**src/hw/rtl/alpr_pkg.sv**
```systemverilog
package alpr_pkg;

  localparam int MAX_TAPS    = 32;
  localparam int HIDX_W      = $clog2(MAX_TAPS);
  localparam int ORD_W       = 5;
  localparam int SB_W        = 6;
  localparam int QS_W        = 4;
  localparam int POS_W       = 6;
  localparam int CFG_AW      = 2;
  localparam int CFG_DW      = 6;
  localparam int IN_TDATA_W  = 56;
  localparam int IN_TUSER_W  = 2;
  localparam int OUT_TDATA_W = 32;

  localparam logic [POS_W-1:0] POS_MAX     = 6'd63;
  localparam logic [ORD_W-1:0] ORDER_COPY  = 5'd0;
  localparam logic [ORD_W-1:0] ORDER_FIRST = 5'd31;
  localparam logic [ORD_W-1:0] ORD_MAX     = ORD_W'(MAX_TAPS - 1);

  localparam logic OP_COEF     = 1'b0;
  localparam logic OP_RESIDUAL = 1'b1;

  typedef enum logic [CFG_AW-1:0] {
    CFG_SAMPLE_BITS  = 2'd0,
    CFG_FILTER_ORDER = 2'd1,
    CFG_QUANT_SHIFT  = 2'd2
  } cfg_reg_t;

  typedef struct packed {
    logic load;
    logic en;
    logic sub;
  } mac_ctl_t;

  function automatic logic [31:0] sext_to(input logic [31:0] v, input logic [SB_W-1:0] bits);
    logic [SB_W-1:0] b;
    logic [4:0]      sh;
    b = (bits == '0) ? SB_W'(1) : bits;
    if (b >= SB_W'(32)) return v;
    sh = 5'(SB_W'(32) - b);
    return 32'($signed(v << sh) >>> sh);
  endfunction

  function automatic logic [31:0] asr32(input logic [31:0] v, input logic [QS_W-1:0] s);
    return 32'($signed(v) >>> s);
  endfunction

endpackage

```
**src/hw/rtl/alpr_mac.sv**
```systemverilog
module alpr_mac
  import alpr_pkg::*;
(
  input  logic        clk,
  input  mac_ctl_t    ctl,
  input  logic [31:0] load_val,
  input  logic [31:0] a,
  input  logic [15:0] b,
  output logic [31:0] acc
);

  logic        [31:0] acc_r;
  logic signed [47:0] prod;
  logic        [31:0] p;

  assign prod = $signed(a) * $signed(b);
  assign p    = prod[31:0];
  assign acc  = acc_r;

  always_ff @(posedge clk) begin
    if (ctl.load) begin
      acc_r <= load_val;
    end else if (ctl.en) begin
      acc_r <= ctl.sub ? (acc_r - p) : (acc_r + p);
    end
  end

endmodule

```
**src/hw/rtl/adaptive_lpc_sample_reconstructor.sv**
```systemverilog
// Adaptive LPC sample reconstructor.
// in_* stream: tuser = {start_of_frame, operation}; tdata = coef_index, coef_value,
// residual. A coefficient load writes one tap in the accept cycle and the block
// stays ready. A residual item makes one sample on the out_* stream.
// cfg_* writes sample_bits, filter_order, quant_shift; write only while idle.
// A copied sample goes straight to the output register. First-order prediction,
// also used for frame positions 1 to N, reads one history word and adds the
// residual. A predicted sample of order N makes one pass of the shared
// multiply-accumulate over N taps (one tap per cycle), then a sign-sign
// adaptation pass with an update and a subtract step per tap that reuses
// the same multiply-accumulate and ends early once the error reaches zero or
// changes sign (skipped for a zero residual).
// in_tready is low from a residual accept until its sample is loaded into the
// output register, so no new item is taken while one is in progress. The
// output register holds one sample; if out_tready is low, the next result waits
// and input stays blocked. Reset (rst_n low, synchronous) restores the register
// defaults, clears the frame position and empties the output; history and taps
// are not cleared.
module adaptive_lpc_sample_reconstructor
  import alpr_pkg::*;
(
  input  logic                   clk,
  input  logic                   rst_n,
  input  logic                   in_tvalid,
  output logic                   in_tready,
  input  logic [IN_TDATA_W-1:0]  in_tdata,   // coef_index[4:0], coef_value[20:5], residual[52:21]
  input  logic [IN_TUSER_W-1:0]  in_tuser,   // operation[0], start_of_frame[1]
  output logic                   out_tvalid,
  input  logic                   out_tready,
  output logic [OUT_TDATA_W-1:0] out_tdata,  // sample[31:0]
  input  logic                   cfg_we,
  input  logic [CFG_AW-1:0]      cfg_addr,
  input  logic [CFG_DW-1:0]      cfg_wdata
);

  typedef enum logic [7:0] {
    S_IDLE = 8'b0000_0001,
    S_RD0  = 8'b0000_0010,
    S_MAC  = 8'b0000_0100,
    S_RND  = 8'b0000_1000,
    S_FIN  = 8'b0001_0000,
    S_ADU  = 8'b0010_0000,
    S_ADM  = 8'b0100_0000,
    S_OUT  = 8'b1000_0000
  } state_t;

  state_t state_r, state_nxt;

  logic [SB_W-1:0]   sbits_r;
  logic [ORD_W-1:0]  order_r;
  logic [QS_W-1:0]   qsh_r;
  logic [HIDX_W-1:0] wp_r;
  logic [POS_W-1:0]  pos_r;
  logic              out_tvalid_r;
  logic [31:0]       out_tdata_r;

  logic [31:0]       res_r, d_r, s_r, tmp_r, diff_r, t_r;
  logic [15:0]       tapw_r;
  logic [POS_W-1:0]  pos_eff_r;
  logic [ORD_W-1:0]  ord_r;
  logic [HIDX_W-1:0] j_r;
  logic              simple_r, positive_r, v1_r, v2_r;

  logic [31:0]       hist_mem [MAX_TAPS];
  logic [15:0]       tap_mem  [MAX_TAPS];
  logic [31:0]       hist_q;
  logic [15:0]       tap_q;
  logic [HIDX_W-1:0] hist_ra, tap_wa;
  logic [15:0]       tap_wd;
  logic              tap_we, hist_we;

  logic              in_acc, in_op, in_sof;
  logic [4:0]        in_idx;
  logic [15:0]       in_coef;
  logic [31:0]       in_res;
  logic [POS_W-1:0]  pos_eff;
  logic [ORD_W-1:0]  ord_c;
  logic              copy_c, simple_c;

  logic              j_end, issue, go, nz, s_pos, s_neg, out_load;
  logic [31:0]       err, diff, dadj, rnd;

  mac_ctl_t          mac_ctl;
  logic [31:0]       mac_load_val, mac_a, mac_acc;
  logic [15:0]       mac_b;

  assign in_tready  = (state_r == S_IDLE);
  assign in_acc     = in_tvalid && in_tready;
  assign in_op      = in_tuser[0];
  assign in_sof     = in_tuser[1];
  assign in_idx     = in_tdata[4:0];
  assign in_coef    = in_tdata[20:5];
  assign in_res     = in_tdata[52:21];
  assign out_tvalid = out_tvalid_r;
  assign out_tdata  = out_tdata_r;

  assign pos_eff  = in_sof ? '0 : pos_r;
  assign ord_c    = (order_r > ORD_MAX) ? ORD_MAX : order_r;
  assign copy_c   = (pos_eff == '0) || (order_r == ORDER_COPY);
  assign simple_c = (order_r == ORDER_FIRST) || (pos_eff <= POS_W'(ord_c));

  assign j_end = (j_r == HIDX_W'(ord_r));
  assign issue = (state_r == S_MAC) && !j_end;

  assign err   = mac_acc;
  assign go    = positive_r ? ((err != '0) && !err[31]) : (err[31] && (err != 32'h8000_0000));
  assign diff  = d_r - hist_q;
  assign nz    = (diff != '0);
  assign s_pos = nz && (positive_r ? !diff[31] : diff[31]);
  assign s_neg = nz && !s_pos;
  assign dadj  = s_pos ? diff : (s_neg ? (32'd0 - diff) : 32'd0);
  assign rnd   = (qsh_r == '0) ? 32'd0 : (32'd1 << (qsh_r - QS_W'(1)));

  assign out_load = (state_r == S_OUT) && (!out_tvalid_r || out_tready);
  assign hist_we  = out_load;

  always_comb begin
    if (state_r == S_IDLE) begin
      hist_ra = wp_r - HIDX_W'(1) - (simple_c ? HIDX_W'(0) : HIDX_W'(ord_c));
    end else begin
      hist_ra = wp_r - HIDX_W'(ord_r) + j_r;
    end
  end

  always_comb begin
    if (state_r == S_IDLE) begin
      tap_we = in_acc && (in_op == OP_COEF) && ({1'b0, in_idx} < 6'(MAX_TAPS));
      tap_wa = HIDX_W'(in_idx);
      tap_wd = in_coef;
    end else begin
      tap_we = (state_r == S_ADU) && !j_end && go;
      tap_wa = j_r;
      tap_wd = s_pos ? (tap_q - 16'd1) : (s_neg ? (tap_q + 16'd1) : tap_q);
    end
  end

  always_ff @(posedge clk) begin
    hist_q <= hist_mem[hist_ra];
    if (hist_we) begin
      hist_mem[wp_r] <= s_r;
    end
  end

  always_ff @(posedge clk) begin
    tap_q <= tap_mem[j_r];
    if (tap_we) begin
      tap_mem[tap_wa] <= tap_wd;
    end
  end

  always_comb begin
    mac_ctl.load = (state_r == S_FIN) || ((state_r == S_RD0) && !simple_r);
    mac_ctl.en   = ((state_r == S_MAC) && v2_r) || (state_r == S_ADM);
    mac_ctl.sub  = (state_r == S_ADM);
    mac_load_val = (state_r == S_FIN) ? res_r : 32'd0;
    mac_a        = (state_r == S_ADM) ? t_r : diff_r;
    mac_b        = (state_r == S_ADM) ? 16'(j_r) : tapw_r;
  end

  alpr_mac u_mac (
    .clk      (clk),
    .ctl      (mac_ctl),
    .load_val (mac_load_val),
    .a        (mac_a),
    .b        (mac_b),
    .acc      (mac_acc)
  );

  always_comb begin
    state_nxt = state_r;
    case (state_r)
      S_IDLE: begin
        if (in_acc && (in_op == OP_RESIDUAL)) begin
          state_nxt = copy_c ? S_OUT : S_RD0;
        end
      end
      S_RD0:  state_nxt = simple_r ? S_OUT : S_MAC;
      S_MAC: begin
        if (j_end && !v1_r && !v2_r) begin
          state_nxt = S_RND;
        end
      end
      S_RND:  state_nxt = S_FIN;
      S_FIN:  state_nxt = (res_r == '0) ? S_OUT : S_ADU;
      S_ADU:  state_nxt = (j_end || !go) ? S_OUT : S_ADM;
      S_ADM:  state_nxt = S_ADU;
      S_OUT: begin
        if (out_load) begin
          state_nxt = S_IDLE;
        end
      end
      default: state_nxt = S_IDLE;
    endcase
  end

  always_ff @(posedge clk) begin
    if (!rst_n) begin
      state_r      <= S_IDLE;
      sbits_r      <= SB_W'(16);
      order_r      <= ORDER_COPY;
      qsh_r        <= QS_W'(9);
      wp_r         <= '0;
      pos_r        <= '0;
      out_tvalid_r <= 1'b0;
      j_r          <= '0;
      v1_r         <= 1'b0;
      v2_r         <= 1'b0;
    end else begin
      state_r <= state_nxt;
      if (cfg_we) begin
        case (cfg_addr)
          CFG_SAMPLE_BITS:  sbits_r <= cfg_wdata[SB_W-1:0];
          CFG_FILTER_ORDER: order_r <= cfg_wdata[ORD_W-1:0];
          CFG_QUANT_SHIFT:  qsh_r   <= cfg_wdata[QS_W-1:0];
          default: ;
        endcase
      end
      v1_r <= issue;
      v2_r <= v1_r;
      if (in_acc || (state_r == S_RND)) begin
        j_r <= '0;
      end else if (issue || ((state_r == S_ADU) && !j_end && go)) begin
        j_r <= j_r + HIDX_W'(1);
      end
      if (out_load) begin
        out_tvalid_r <= 1'b1;
        wp_r         <= wp_r + HIDX_W'(1);
        pos_r        <= (pos_eff_r == POS_MAX) ? POS_MAX : (pos_eff_r + POS_W'(1));
      end else if (out_tready) begin
        out_tvalid_r <= 1'b0;
      end
    end
  end

  always_ff @(posedge clk) begin
    if (in_acc) begin
      res_r      <= in_res;
      s_r        <= in_res;
      pos_eff_r  <= pos_eff;
      ord_r      <= ord_c;
      simple_r   <= simple_c;
      positive_r <= !in_res[31];
    end
    if (state_r == S_RD0) begin
      if (simple_r) begin
        s_r <= sext_to(hist_q + res_r, sbits_r);
      end else begin
        d_r <= hist_q;
      end
    end
    diff_r <= hist_q - d_r;
    tapw_r <= tap_q;
    if (state_r == S_RND) begin
      tmp_r <= asr32(mac_acc + rnd, qsh_r);
    end
    if (state_r == S_FIN) begin
      s_r <= sext_to(tmp_r + d_r + res_r, sbits_r);
    end
    if (state_r == S_ADU) begin
      t_r <= asr32(dadj, qsh_r);
    end
    if (out_load) begin
      out_tdata_r <= s_r;
    end
  end

endmodule

```
**config.mk**
```make
export PLATFORM = sky130hd
export DESIGN_NAME = adaptive_lpc_sample_reconstructor
export DESIGN_NICKNAME = d
export VERILOG_FILES = /design/src/hw/rtl/alpr_pkg.sv /design/src/hw/rtl/alpr_mac.sv /design/src/hw/rtl/adaptive_lpc_sample_reconstructor.sv
export SDC_FILE = /design/constraint.sdc
export NUM_CORES = 2
export LEC_CHECK = 0
export BUFFER_PORTS_ARGS = -buffer_cell sky130_fd_sc_hd__buf_2
export CORE_MARGIN = 5
export CORE_UTILIZATION = 41
export DETAILED_ROUTE_END_ITERATION = 16
export GPL_ROUTABILITY_DRIVEN = 0
export PLACE_DENSITY = 0.54
export SKIP_LAST_GASP = 1
export SYNTH_ARGS = -nofsm -noshare
export SYNTH_HDL_FRONTEND = slang
export SYNTH_SLANG_ARGS = --single-unit
```
**constraint.sdc**
```tcl
create_clock -name clk -period 32.5 [get_ports clk]
set_clock_uncertainty 0.05 [all_clocks]
set_input_delay 8.125 -clock clk [delete_from_list [all_inputs] [get_ports clk]]
set_output_delay 8.125 -clock clk [all_outputs]
set_load 0.01 [all_outputs]
```
==> results.py <==
metrics = {
    "routing": {
        "dr.first_iter.drc_count": 10170,
        "route.vias.total": 85420,
        "drt-total-wl_mm": 380.8,
        "vias_per_cell": 6.141,
        "antenna_left": 0,
        "wl_per_cell_um": 27.37,
        "firstDrtPassIters": 14,
        "drc": 0,
    },
    "timing": {
        "period_share_pct": 46.14,
        "max-slew-margin-rel_pct": -11.22,
        "hold_violations": 0,
        "max_freq_mhz": 66.69,
        "drv_slew": 7,
        "finalCriticalPeriod_ns": 15.00,
        "fin_setup_tns_ns": 0,
        "tightestPinTransition_ns": 1.647,
        "grt_setup_unrepaired": "false",
        "setup_violations": 0,
    },
    "cts": {
        "cts_tree": "yes",
        "cts_hold_buf": 0,
        "htreeDepth": 4,
        "cts.sinks": 1911,
        "post_cts_buffers": 0,
        "cts-resized-gates": 0,
        "numCtsBuffers": 207,
        "clk_pin_slew_worst_paths_ns": 0.06,
        "clockBufferDepth": 4,
        "clockRootBuffer": "clkbuf_16",
        "insertion_delay_ns": 0.86,
    },
    "yosys": {
        "async_reset_ff_share_pct": 0,
        "synth.area.mux_share_pct": 5.741,
        "syn_area_mm2": 0.1114,
        "yosys.area_share.simple_pct": 14.98,
        "seq_area_frac_synth_pct": 50.00,
        "synthCells": 10250,
        "postSynthRegisterBits": 1911,
        "synth_area_per_cell_um2": 10.86,
        "yosysTopAreaCellShare_pct": 46.94,
        "synth-xor-area-share_pct": 2.306,
        "synthTopCellsByCount": "nand2_1 (1,865), edfxtp_1 (1,741), nor2_1 (589)",
        "yosys_warnings": 0,
        "synth_top_flop_cell": "edfxtp_1",
        "yosysUniqueCellTypes": 134,
        "synth_most_common_cell": "nand2_1",
        "synthTopCellsByArea": "edfxtp_1 (47%), nand2_1 (6.3%), fa_1 (6.2%)",
        "synth_top_area_cell": "edfxtp_1",
        "synth_edf_count": 1741,
        "synth_compound_area_share_pct": 13.29,
        "synth_top_family_by_area": "simple AND/OR/NAND/NOR gates",
        "post_synth_fa_ha_maj_area_fraction_pct": 9.466,
        "synth_nets": 10960,
    },
    "place": {
        "portBuffers": 101,
        "dpl.hpwl_mm": 258.9,
    },
    "floorplan": {
        "io_pins": 105,
        "rows": 191,
        "die_area_mm2": 0.2822,
        "die_w_um": 531.2,
        "start_util_pct": 41.17,
        "die_h_um": 531.2,
        "core-area_mm2": 0.2705,
    },
    "cells_and_area": {
        "syn_to_final_growth_pct": 10.46,
        "drive_gt1_share_pct": 10.81,
        "fin_nets": 10870,
    },
    "setup_path": {
        "cp-start-kind": "input port",
        "r2r-start": "state_r[4]",
        "worstPathRequired_ns": 33.19,
        "slowest_delay_ns": 0.81,
        "endpoint_kind": "flop",
        "path_common_cell": "buf_4",
        "path_max_fanout": 64,
        "path_class": "input port to flop",
        "cp-startpoint": "in_tuser[1]",
        "cp.arrival_ns": 15.69,
        "slowest_stage": "a211oi_1",
    },
    "hold_path": {
        "hp-class": "flop to flop",
        "hp-start": "tap_q[15]",
    },
    "global_route": {
        "track_usage_pct": 26.22,
        "grt.overflow.total": 0,
        "grt_max_degree": 170,
        "first_global_vias": 81670,
        "antenna_found_initial": 35,
        "grt_first_pass_wirelength_mm": 553.8,
    },
    "job": {
        "maxCapViolations": 2,
    },
    "outcome": {
        "status": "finished, violations left",
        "failed_checks": "max-capacitance violations, max-slew violations",
    },
}
==> critical path: cells and delay by family <==
family / cells / cell delay [ns]
buffers and inverters: 6 / 2.88
AO/OA/AOI/OAI: 10 / 2.58
adder cells (fa/ha/maj): 3 / 1.05
AND/OR/NAND/NOR: 6 / 0.85
==> registers in the layout, summed over array words and instances (netlist names), 4 cells and up <==
register and cells:
order_r 5, res_r 32, pos_eff_r 6, wp_r 5, ord_r 5, tap_mem 512, state_r 8, pos_r 6
tapw_r 16, qsh_r 4, d_r 32, u_mac.acc 32, diff_r 32, j_r 5, hist_mem 1024, hist_q 32
t_r 32, tap_q 16, sbits_r 6, tmp_r 32, out_tdata 32, s_r 32
==> routing by layer <==
| metal | GRT usage [%] | up-vias | routed length (um) |
|---|---|---|---|
| met5 | 0 | - | 199 |
| met4 | 9.510 | 22 | 16420 |
| met3 | 6.434 | 1025 | 35920 |
| met2 | 41.61 | 4202 | 173600 |
| met1 | 35.03 | 42720 | 154600 |
| li1 | - | 37450 | - |
==> per-stage QoR <==
stage | hold slack [ns] | util (%) | instances | setup WS, ns | area [um^2]
floorplan | 0.2790 | - | 10250 | 20.34 | 111400
global placement | 0.3572 | 42.99 | 13520 | 16.87 | 116300
detailed placement | 0.3597 | 42.99 | 13520 | 16.83 | 116300
CTS | 0.3721 | 45.45 | 13890 | 17.58 | 122900
global route | 0.3783 | 45.47 | 13900 | 17.14 | 123000
finish | 0.3669 | 45.48 | 13910 | 17.51 | 123000
==> path summary, 6_finish.rpt <==
kind                         to  slack (ns)  cells past startpoint
setup / recovery     hist_q[24]       17.51                     25
hold / removal       tapw_r[15]        0.37                      0
setup reg to reg  u_mac.acc[29]       20.44                     40
hold reg to reg      tapw_r[15]        0.37                      0
==> cell usage in the layout, fill, tap and decap left out, types with 186 or more instances in the layout <==
cell type	count
xnor2_1	186
inv_1	555
fa_1	346
o21ai_0	292
edfxtp_1	1741
nor2_1	538
nand3_1	390
a311oi_1	216
clkbuf_16	211
a21oi_1	417
buf_4	235
nand2_1	1864
ha_1	288
and3_1	281
==> logic make-up after synthesis <==
group,count (synthesis)
XOR/XNOR,290
multiplexers,402
AND/OR/NAND/NOR,3708
AO/OA/AOI/OAI,2099
buffers and inverters,1208
flip-flops,1911
adder cells (fa/ha/maj),635
==> area by class of cell <==
cell class | instances | area, um^2
fillers | 25020 | 147500
flip-flops and latches | 1911 | 55700
multi-input cells | 7134 | 51610
clock buffers | 266 | 5587
well taps | 3570 | 4467
repair buffers | 344 | 2430
inverters | 563 | 2118
clock inverters | 105 | 1069
diodes | 18 | 45.04
Power is left out: the tool's default activity adds up to more than one toggle a clock period on the data nets, which glitch-free logic cannot reach.
